$ cat config.mk
export PLATFORM = sky130hd
export DESIGN_NAME = integer_to_ascii_radix_converter
export DESIGN_NICKNAME = d
export VERILOG_FILES = /design/src/i2a_pkg.sv /design/src/integer_to_ascii_radix_converter.sv /design/src/i2a_digit_unit.sv /design/src/i2a_ctrl.sv
export SDC_FILE = /design/constraint.sdc
export NUM_CORES = 2
export LEC_CHECK = 0
export ABC_CLOCK_PERIOD_IN_PS = 16500
export BUFFER_PORTS_ARGS = -buffer_cell sky130_fd_sc_hd__clkbuf_2
export CORE_ASPECT_RATIO = 0.7
export CORE_MARGIN = 5
export CORE_UTILIZATION = 60
export DETAILED_ROUTE_END_ITERATION = 12
export GPL_ROUTABILITY_DRIVEN = 0
export PLACE_DENSITY = 0.77
export SYNTH_ARGS = -nofsm -noshare
export SYNTH_HDL_FRONTEND = slang
export SYNTH_HIERARCHICAL = 1
export SYNTH_SLANG_ARGS = --single-unit
$ cat constraint.sdc
create_clock -name i_clk -period 16.5 [get_ports i_clk]
set_input_delay 2.475 -clock i_clk [delete_from_list [all_inputs] [get_ports i_clk]]
set_output_delay 2.475 -clock i_clk [all_outputs]
set_load 0.01 [all_outputs]
$ cat src/i2a_pkg.sv
`timescale 1ns / 1ps
// shared types, constants and character tables for the integer to ascii converter
package i2a_pkg;

    localparam int INT_WIDTH      = 32;
    localparam int POINTER_DIGITS = 16;
    localparam int PTR_BITS       = POINTER_DIGITS * 4;
    localparam int WORK_W         = (PTR_BITS > INT_WIDTH) ? PTR_BITS : INT_WIDTH;
    localparam int VALUE_W        = 64;
    localparam int ACTION_W       = 3;
    localparam int CHAR_W         = 8;
    localparam int DIGIT_W        = 4;
    localparam int DIGIT_SLOTS    = 16;
    localparam int SLOT_W         = $clog2(DIGIT_SLOTS);
    localparam int CNT_W          = 5;

    // reciprocal of ten, exact for any operand below 2^32
    localparam int                RECIP_W     = 32;
    localparam logic [RECIP_W-1:0] RECIP_10   = 32'hCCCC_CCCD;
    localparam int                RECIP_SHIFT = 35;
    localparam int                PROD_W      = INT_WIDTH + RECIP_W;
    localparam int                Q10_W       = PROD_W - RECIP_SHIFT;

    localparam logic [CHAR_W-1:0] CH_ZERO  = 8'd48;
    localparam logic [CHAR_W-1:0] CH_MINUS = 8'h2D;
    localparam logic [CHAR_W-1:0] CH_X     = 8'h78;

    localparam logic [CHAR_W-1:0] UPPER_DIGITS [DIGIT_SLOTS] = '{
        8'h30, 8'h31, 8'h32, 8'h33, 8'h34, 8'h35, 8'h36, 8'h37,
        8'h38, 8'h39, 8'h41, 8'h42, 8'h43, 8'h44, 8'h45, 8'h46
    };
    localparam logic [CHAR_W-1:0] LOWER_DIGITS [DIGIT_SLOTS] = '{
        8'h30, 8'h31, 8'h32, 8'h33, 8'h34, 8'h35, 8'h36, 8'h37,
        8'h38, 8'h39, 8'h61, 8'h62, 8'h63, 8'h64, 8'h65, 8'h66
    };

    typedef enum logic [ACTION_W-1:0] {
        ACT_SDEC = 3'd0,
        ACT_OCT  = 3'd1,
        ACT_UDEC = 3'd2,
        ACT_HEX  = 3'd3,
        ACT_PTR  = 3'd4
    } t_action;

    typedef enum logic [1:0] {
        BASE_8,
        BASE_10,
        BASE_16
    } t_base;

    typedef enum logic [1:0] {
        PRE_NONE,
        PRE_MINUS,
        PRE_HEX
    } t_prefix;

    typedef enum logic [2:0] {
        S_IDLE,
        S_MUL,
        S_SPLIT,
        S_PRE,
        S_PREX,
        S_EMIT
    } t_state;

    typedef struct packed {
        t_base base;
        logic  mul_en;
    } t_unit_ctl;

    function automatic logic [CHAR_W-1:0] digit_char(input logic [DIGIT_W-1:0] d,
                                                     input logic lower);
        return lower ? LOWER_DIGITS[d] : UPPER_DIGITS[d];
    endfunction

endpackage

$ cat src/integer_to_ascii_radix_converter.sv
`timescale 1ns / 1ps
// top level of the integer to ascii radix converter
// sequence: octal, hex and pointer split each digit in S_SPLIT, decimal first goes
//   through S_MUL (registered divide-by-ten product); then one character per cycle
//   while the output is free; a new transaction is taken only back in S_IDLE, once
//   the last character has entered the output register, so output stalls delay it
// reset: synchronous active-low i_rst_n idles the sequencer and empties the output register
module integer_to_ascii_radix_converter (
    input  logic        i_clk,
    input  logic        i_rst_n,
    // input side
    input  logic        s_axis_tvalid,
    output logic        s_axis_tready,
    input  logic [63:0] s_axis_tdata,  // [63:0] value
    input  logic [2:0]  s_axis_tuser,  // [2:0] action
    // output side
    output logic        m_axis_tvalid,
    input  logic        m_axis_tready,
    output logic [7:0]  m_axis_tdata,  // [7:0] out_char
    output logic        m_axis_tlast   // last_char
);
    import i2a_pkg::*;

    t_unit_ctl          unit_ctl;
    logic [WORK_W-1:0]  work;
    logic [WORK_W-1:0]  quot;
    logic [DIGIT_W-1:0] rem;

    // sequencer: takes the transaction, drives the digit unit, then emits prefix and digits
    i2a_ctrl u_ctrl (
        .i_clk      (i_clk),
        .i_rst_n    (i_rst_n),
        .i_s_valid  (s_axis_tvalid),
        .o_s_ready  (s_axis_tready),
        .i_action   (s_axis_tuser),
        .i_value    (s_axis_tdata),
        .o_m_valid  (m_axis_tvalid),
        .i_m_ready  (m_axis_tready),
        .o_m_char   (m_axis_tdata),
        .o_m_last   (m_axis_tlast),
        .o_unit_ctl (unit_ctl),
        .o_work     (work),
        .i_quot     (quot),
        .i_rem      (rem)
    );

    // shared divide unit, one digit per use
    i2a_digit_unit u_digit (
        .i_clk  (i_clk),
        .i_ctl  (unit_ctl),
        .i_work (work),
        .o_quot (quot),
        .o_rem  (rem)
    );

endmodule

$ cat src/i2a_digit_unit.sv
`timescale 1ns / 1ps
// shared digit unit: splits the low digit off the working value for base 8, 10 or 16
module i2a_digit_unit (
    input  logic                      i_clk,
    input  i2a_pkg::t_unit_ctl        i_ctl,
    input  logic [i2a_pkg::WORK_W-1:0] i_work,
    output logic [i2a_pkg::WORK_W-1:0] o_quot,
    output logic [i2a_pkg::DIGIT_W-1:0] o_rem
);
    import i2a_pkg::*;

    logic [PROD_W-1:0]  r_prod;
    logic [Q10_W-1:0]   q10;
    logic [DIGIT_W-1:0] q_lo;
    logic [DIGIT_W-1:0] q_times_ten;

    // reciprocal product, registered before the quotient is used
    always_ff @(posedge i_clk) begin
        if (i_ctl.mul_en) begin
            r_prod <= PROD_W'(i_work[INT_WIDTH-1:0]) * PROD_W'(RECIP_10);
        end
    end

    assign q10  = r_prod[PROD_W-1:RECIP_SHIFT];
    assign q_lo = q10[DIGIT_W-1:0];
    // low nibble of q*10 is all the remainder needs
    assign q_times_ten = {q_lo[0], 3'b000} + {q_lo[2:0], 1'b0};

    always_comb begin
        case (i_ctl.base)
            BASE_8: begin
                o_quot = i_work >> 3;
                o_rem  = {1'b0, i_work[2:0]};
            end
            BASE_10: begin
                o_quot = WORK_W'(q10);
                o_rem  = i_work[DIGIT_W-1:0] - q_times_ten;
            end
            BASE_16: begin
                o_quot = i_work >> 4;
                o_rem  = i_work[DIGIT_W-1:0];
            end
            default: begin
                o_quot = '0;
                o_rem  = '0;
            end
        endcase
    end

endmodule

$ cat src/i2a_ctrl.sv
`timescale 1ns / 1ps
// sequencer, digit store and output register of the integer to ascii converter
module i2a_ctrl (
    input  logic                         i_clk,
    input  logic                         i_rst_n,
    input  logic                         i_s_valid,
    output logic                         o_s_ready,
    input  logic [i2a_pkg::ACTION_W-1:0] i_action,
    input  logic [i2a_pkg::VALUE_W-1:0]  i_value,
    output logic                         o_m_valid,
    input  logic                         i_m_ready,
    output logic [i2a_pkg::CHAR_W-1:0]   o_m_char,
    output logic                         o_m_last,
    output i2a_pkg::t_unit_ctl           o_unit_ctl,
    output logic [i2a_pkg::WORK_W-1:0]   o_work,
    input  logic [i2a_pkg::WORK_W-1:0]   i_quot,
    input  logic [i2a_pkg::DIGIT_W-1:0]  i_rem
);
    import i2a_pkg::*;

    t_state              r_state, n_state;
    logic [WORK_W-1:0]   r_work;
    t_base               r_base;
    logic                r_lower;
    t_prefix             r_pre;
    logic [CNT_W-1:0]    r_cnt;
    logic [DIGIT_W-1:0]  r_store [DIGIT_SLOTS];
    logic                r_ovalid;
    logic [CHAR_W-1:0]   r_char;
    logic                r_last;

    logic                accept, act_ok, is_dec, out_free, emit, step, split_done;
    logic                neg;
    logic [INT_WIDTH-1:0] word, mag;
    logic [WORK_W-1:0]   load_work;
    t_base               load_base;
    t_prefix             load_pre;
    logic [CHAR_W-1:0]   emit_char;
    logic                emit_last;
    logic [SLOT_W-1:0]   rd_slot;

    // input decode
    always_comb begin
        act_ok = (i_action <= ACTION_W'(ACT_PTR));
        is_dec = (i_action == ACT_SDEC) || (i_action == ACT_UDEC);
        word   = i_value[INT_WIDTH-1:0];
        neg    = (i_action == ACT_SDEC) && word[INT_WIDTH-1];
        mag    = neg ? (~word + 1'b1) : word;
        case (i_action)
            ACT_SDEC, ACT_UDEC: load_base = BASE_10;
            ACT_OCT:            load_base = BASE_8;
            default:            load_base = BASE_16;
        endcase
        if (i_action == ACT_PTR) begin
            load_work = WORK_W'(i_value[PTR_BITS-1:0]);
            load_pre  = PRE_HEX;
        end else begin
            load_work = WORK_W'(mag);
            load_pre  = neg ? PRE_MINUS : PRE_NONE;
        end
    end

    assign out_free   = !r_ovalid || i_m_ready;
    assign split_done = (i_quot == '0) || (r_cnt == CNT_W'(DIGIT_SLOTS - 1));
    assign rd_slot    = SLOT_W'(r_cnt - 1'b1);

    // next state
    always_comb begin
        n_state = r_state;
        case (r_state)
            S_IDLE: begin
                if (i_s_valid && act_ok) begin
                    n_state = is_dec ? S_MUL : S_SPLIT;
                end
            end
            S_MUL:   n_state = S_SPLIT;
            S_SPLIT: begin
                if (split_done) begin
                    n_state = (r_pre == PRE_NONE) ? S_EMIT : S_PRE;
                end else begin
                    n_state = (r_base == BASE_10) ? S_MUL : S_SPLIT;
                end
            end
            S_PRE: begin
                if (out_free) begin
                    n_state = (r_pre == PRE_HEX) ? S_PREX : S_EMIT;
                end
            end
            S_PREX: begin
                if (out_free) begin
                    n_state = S_EMIT;
                end
            end
            S_EMIT: begin
                if (out_free && r_cnt == CNT_W'(1)) begin
                    n_state = S_IDLE;
                end
            end
            default: n_state = S_IDLE;
        endcase
    end

    // state outputs
    always_comb begin
        o_s_ready         = (r_state == S_IDLE);
        accept            = o_s_ready && i_s_valid;
        step              = (r_state == S_SPLIT);
        o_unit_ctl.base   = r_base;
        o_unit_ctl.mul_en = (r_state == S_MUL);
        emit              = (r_state inside {S_PRE, S_PREX, S_EMIT}) && out_free;
        emit_last         = 1'b0;
        case (r_state)
            S_PRE:  emit_char = (r_pre == PRE_HEX) ? CH_ZERO : CH_MINUS;
            S_PREX: emit_char = CH_X;
            S_EMIT: begin
                emit_char = digit_char(r_store[rd_slot], r_lower);
                emit_last = (r_cnt == CNT_W'(1));
            end
            default: emit_char = CH_ZERO;
        endcase
    end

    always_ff @(posedge i_clk) begin
        if (!i_rst_n) begin
            r_state  <= S_IDLE;
            r_cnt    <= '0;
            r_ovalid <= 1'b0;
        end else begin
            r_state <= n_state;
            if (accept) begin
                r_cnt <= '0;
            end else if (step) begin
                r_cnt <= r_cnt + 1'b1;
            end else if (emit && r_state == S_EMIT) begin
                r_cnt <= r_cnt - 1'b1;
            end
            if (emit) begin
                r_ovalid <= 1'b1;
            end else if (i_m_ready) begin
                r_ovalid <= 1'b0;
            end
        end
    end

    // payload registers
    always_ff @(posedge i_clk) begin
        if (accept && act_ok) begin
            r_work  <= load_work;
            r_base  <= load_base;
            r_lower <= (i_action == ACT_PTR);
            r_pre   <= load_pre;
        end else if (step) begin
            r_work <= i_quot;
        end
        if (step) begin
            r_store[r_cnt[SLOT_W-1:0]] <= i_rem;
        end
        if (emit) begin
            r_char <= emit_char;
            r_last <= emit_last;
        end
    end

    assign o_work    = r_work;
    assign o_m_valid = r_ovalid;
    assign o_m_char  = r_char;
    assign o_m_last  = r_last;

endmodule

==> impl.org <==
** Detailed routing
- The pre-antenna-repair detailed-routing pass consisted of 6 iterations.
- Total wire length :: ~72000 um
- In the routed layout, each cell is associated on average with a via count of about 6.1.
- Post-route antenna net violation count :: 0
- Starting DRT DRC Count :: about 2100
- For this run, design rule violations remaining after detail routing come to 0.
- Dividing the detail-routed wire length by the instance count gives approximately 24 um.
- Total via count after detailed routing :: ~19000

** Job
- Number of max-cap violations :: 0

** Logic synthesis
- Cell area after technology mapping :: roughly 26000 um2
- Sequential area share after synthesis :: 20.4%
- In this run, synthesis inferred 170 flip-flops with an integrated enable.
- The synthesized design devotes to its leading area cell type between 20% and 30% of total area.
- Library cell with the largest summed area after synthesis :: sky130_fd_sc_hd__fa_1
- Fraction of registers with async set/reset :: 0%
- Mean post-synth cell area :: 10.6 um2
- By count the netlist is led by sky130_fd_sc_hd__inv_1, sky130_fd_sc_hd__fa_1, sky130_fd_sc_hd__ha_1, sky130_fd_sc_hd__edfxtp_1, sky130_fd_sc_hd__nand2_1.
- In the synthesized netlist, the number of instances is around 2500.
- Synthesis-stage register bit count :: ~180
- Warnings, synthesis :: 6
- sky130_fd_sc_hd__inv_1 is the most common cell in the netlist.
- Ys flop type :: sky130_fd_sc_hd__edfxtp_1
- In the post-synthesis netlist, the biggest area contributors are sky130_fd_sc_hd__fa_1, sky130_fd_sc_hd__edfxtp_1, sky130_fd_sc_hd__ha_1.
- Post-synth cell types :: 80

** STA
- The number of max-slew violations in the final report is 0.
- Setup violations remaining at the end of the flow were counted as 0.
- Between clock sinks in the finished design, the worst skew comes to ~0.0083 ns.
- Hold WS :: 0.573 ns
- At the pin with the least slew margin, the transition time is between 1 and 1.5 ns.
- Crit path time final :: about 8.4 ns
- Fraction of the cycle the final worst path needs :: around half
- The count of final hold-check violations came to 0.
- Setup repair after global routing left no endpoint under its margin.
- Highest clock rate :: between 0.1 and 0.15 GHz
- The worst pin sits at a relative slew slack of around 19%.
- For the final routed database, the setup TNS stands at 0 ns.

** Critical path
- By instance count, the cell type seen most on the critical path is sky130_fd_sc_hd__fa_1.
- Grouping stages by cell kind, the critical path spends the most delay in adder cells.
- STA classifies the critical path startpoint as a flip-flop.
- Of all nets on the critical path, the largest fanout is 9.
- The number of buffers and inverters on the critical path is 2.
- Category of the worst setup path capture point :: flip-flop
- CP Data Required Time :: 16.69 ns
- Kind of critical path :: reg -> reg
- The slowest stage of the critical path is the sky130_fd_sc_hd__a21oi_1 cell.
- For this run, the slowest stage of the critical path takes between 0.7 and 0.8 ns.
- Worst endpoint data arrival time :: 8.57 ns
- Walking the worst path, the cells encountered are ha_1 > xnor2_1 > o21ai_0 > fa_1 > inv_1 > fa_1 > fa_1 > inv_1 > fa_1 > fa_1 > fa_1 > ha_1 > a21oi_1 > o21bai_1 > a21oi_1 > o21ai_0 > a21oi_1 > o221a_2 > o211ai_1 > a41oi_1 > xnor2_1.

** Clock network
- Cts bufs inserted :: 17
- Post-cts resize count :: 0
- After clock tree synthesis, the clock-pin slew on the worst setup and hold paths is ~0.070 ns.
- In this run the deepest clock path goes through 2 buffers.
- TritonCTS built the clock tree.
- The tree built by TritonCTS fans out to approximately 180 sinks.
- CTS placed an instance of sky130_fd_sc_hd__clkbuf_16 at the clock tree root.
- The H-tree generated during clock tree synthesis spans 4 levels.
- In this run, post-CTS hold repair placed 0 buffers.
- Buffer count from post-CTS setup fixing :: 0
- Clock latency on the worst-skew pair, taken at its later pin, is 0.44 ns.

** Cells and area
- The number of antenna diodes in the final layout is 0.
- Final #Nets :: ~3300
- The area growth from synthesis to layout is 5.73%.
- Of the cells placed in the final design, the portion with a size suffix greater than 1 is roughly 6.5%.

** Floorplan
- Pin placement for this block handled 82 I/O pins.
- Horiz. Die Dim :: between 200 and 300 um
- The initial utilization of the core area, before any placement, comes to 60.9%.
- Core region area :: 42500 um2
- Die Area :: 47500 um2
- Vert. Die Dim :: between 150 and 200 um
- The floorplan has between 60 and 70 rows.

** Global route
- Overall global routing resource usage :: 30.9%
- Vias in the first global route :: 19547
- Antenna violations before repair :: 2
- Entering global routing, the biggest net connects 98 pins.
- The first global-routing pass estimated 113000 um of wire.
- Global routing finished with a remaining overflow of 0.

** Outcome
- Result of the run :: completed

** Place
- Input and output buffers added on the ports amount to 80.
- Summed over all nets, the half-perimeter wirelength after detailed placement is around 62000 um.

** Hold path
- The tightest min-delay check is of the reg -> reg type.
## state kept, by name (all words and copies together), names as in the netlist
name	flops
u_ctrl/o_m_last	1
u_ctrl/r_base	2
u_ctrl/r_cnt	5
u_ctrl/r_store	64
u_ctrl/o_work	64
u_ctrl/o_m_char	7
u_ctrl/r_state	3
u_ctrl/o_m_valid	1
u_ctrl/r_pre	2
u_digit/r_prod	29
u_ctrl/r_lower	1
## cell families after synthesis
logic type,synth area share [%]
XOR/XNOR,4.06
AO/OA/AOI/OAI,8.24
flip-flops,20.4
buffers and inverters,9.00
AND/OR/NAND/NOR,6.97
adder cells (fa/ha/maj),47.1
multiplexers,4.22
other,0.0290
## routing by layer
metal	vias up	routed length (um)	global-route usage, %
li1	8128	-	-
met1	9295	30000	44.6
met2	1164	29800	44.8
met3	150	11200	12.8
met4	4	1490	6.05
met5	-	27	0
## cell usage in the layout (no fill, tap or decap), types with 4 or more instances in the layout
master | Yosys | routed
sky130_fd_sc_hd__a211oi_1 | 7 | 7
sky130_fd_sc_hd__a21o_1 | 27 | 27
sky130_fd_sc_hd__a21oi_1 | 78 | 78
sky130_fd_sc_hd__a22o_1 | 33 | 33
sky130_fd_sc_hd__a31oi_1 | 11 | 11
sky130_fd_sc_hd__and2_1 | 11 | 11
sky130_fd_sc_hd__and3_1 | 7 | 7
sky130_fd_sc_hd__buf_4 | 7 | 8
sky130_fd_sc_hd__clkbuf_16 | 0 | 17
sky130_fd_sc_hd__clkbuf_2 | 0 | 80
sky130_fd_sc_hd__conb_1 | 2 | 4
sky130_fd_sc_hd__dfxtp_1 | 9 | 9
sky130_fd_sc_hd__edfxtp_1 | 170 | 170
sky130_fd_sc_hd__fa_1 | 386 | 386
sky130_fd_sc_hd__ha_1 | 356 | 356
sky130_fd_sc_hd__inv_1 | 546 | 546
sky130_fd_sc_hd__inv_6 | 0 | 5
sky130_fd_sc_hd__mux2i_1 | 66 | 66
sky130_fd_sc_hd__mux4_2 | 18 | 18
sky130_fd_sc_hd__nand2_1 | 137 | 136
sky130_fd_sc_hd__nand2b_1 | 10 | 10
sky130_fd_sc_hd__nand3_1 | 25 | 24
sky130_fd_sc_hd__nand3b_1 | 5 | 5
sky130_fd_sc_hd__nand4_1 | 16 | 16
sky130_fd_sc_hd__nor2_1 | 97 | 97
sky130_fd_sc_hd__nor2b_1 | 10 | 9
sky130_fd_sc_hd__nor3_1 | 19 | 18
sky130_fd_sc_hd__nor3b_1 | 5 | 5
sky130_fd_sc_hd__nor4_1 | 18 | 18
sky130_fd_sc_hd__o21a_1 | 4 | 4
sky130_fd_sc_hd__o21ai_0 | 106 | 106
sky130_fd_sc_hd__o21ai_1 | 8 | 8
sky130_fd_sc_hd__o21bai_1 | 6 | 6
sky130_fd_sc_hd__o22ai_1 | 5 | 5
sky130_fd_sc_hd__o31ai_1 | 5 | 5
sky130_fd_sc_hd__or2_2 | 4 | 4
sky130_fd_sc_hd__xnor2_1 | 52 | 52
sky130_fd_sc_hd__xor2_1 | 66 | 66
## worst min-delay path, cell delays in order, from the launching register on
cell	delay, ns
sky130_fd_sc_hd__dfxtp_1	0.37
sky130_fd_sc_hd__nand3_1	0.09
sky130_fd_sc_hd__a21oi_1	0.06
## through the flow
| stage | setup WS (ns) | instances | util [%] | area (um2) |
|---|---|---|---|---|
| 4_1_cts | 8.39 | 3059 | 64.4 | 27400 |
| 6_report | 8.12 | 3059 | 64.4 | 27400 |
| 5_1_grt | 7.98 | 3059 | 64.4 | 27400 |
| 2_1_floorplan | 9.54 | 2452 | - | 25900 |
| 3_5_place_dp | 8.39 | 3028 | 63.0 | 26800 |
| 3_3_place_gp | 8.55 | 3028 | 63.0 | 26800 |
## cell type report
class / instances / area [um2]
multi-input combinational: 1662 / 18300
fill: 3201 / 15100
sequential: 179 / 5290
inverter: 547 / 2050
tap: 552 / 691
timing repair buffer: 88 / 460
clock buffer: 18 / 429
clock inverter: 13 / 148
## path summary, 6_finish.rpt
kind	start	endpoint	slack, ns	depth (start not counted)
min reg2reg	u_ctrl/r_cnt[1]	u_ctrl/r_cnt[1]	0.57	2
max	u_ctrl/o_work[8]	u_digit/r_prod[50]	8.12	21
max reg2reg	u_ctrl/o_work[8]	u_digit/r_prod[50]	8.12	21
min	u_ctrl/r_cnt[1]	u_ctrl/r_cnt[1]	0.57	2
Power is not shown: default switching activity piles up to over one toggle a cycle in this logic, so the estimate is an artifact.
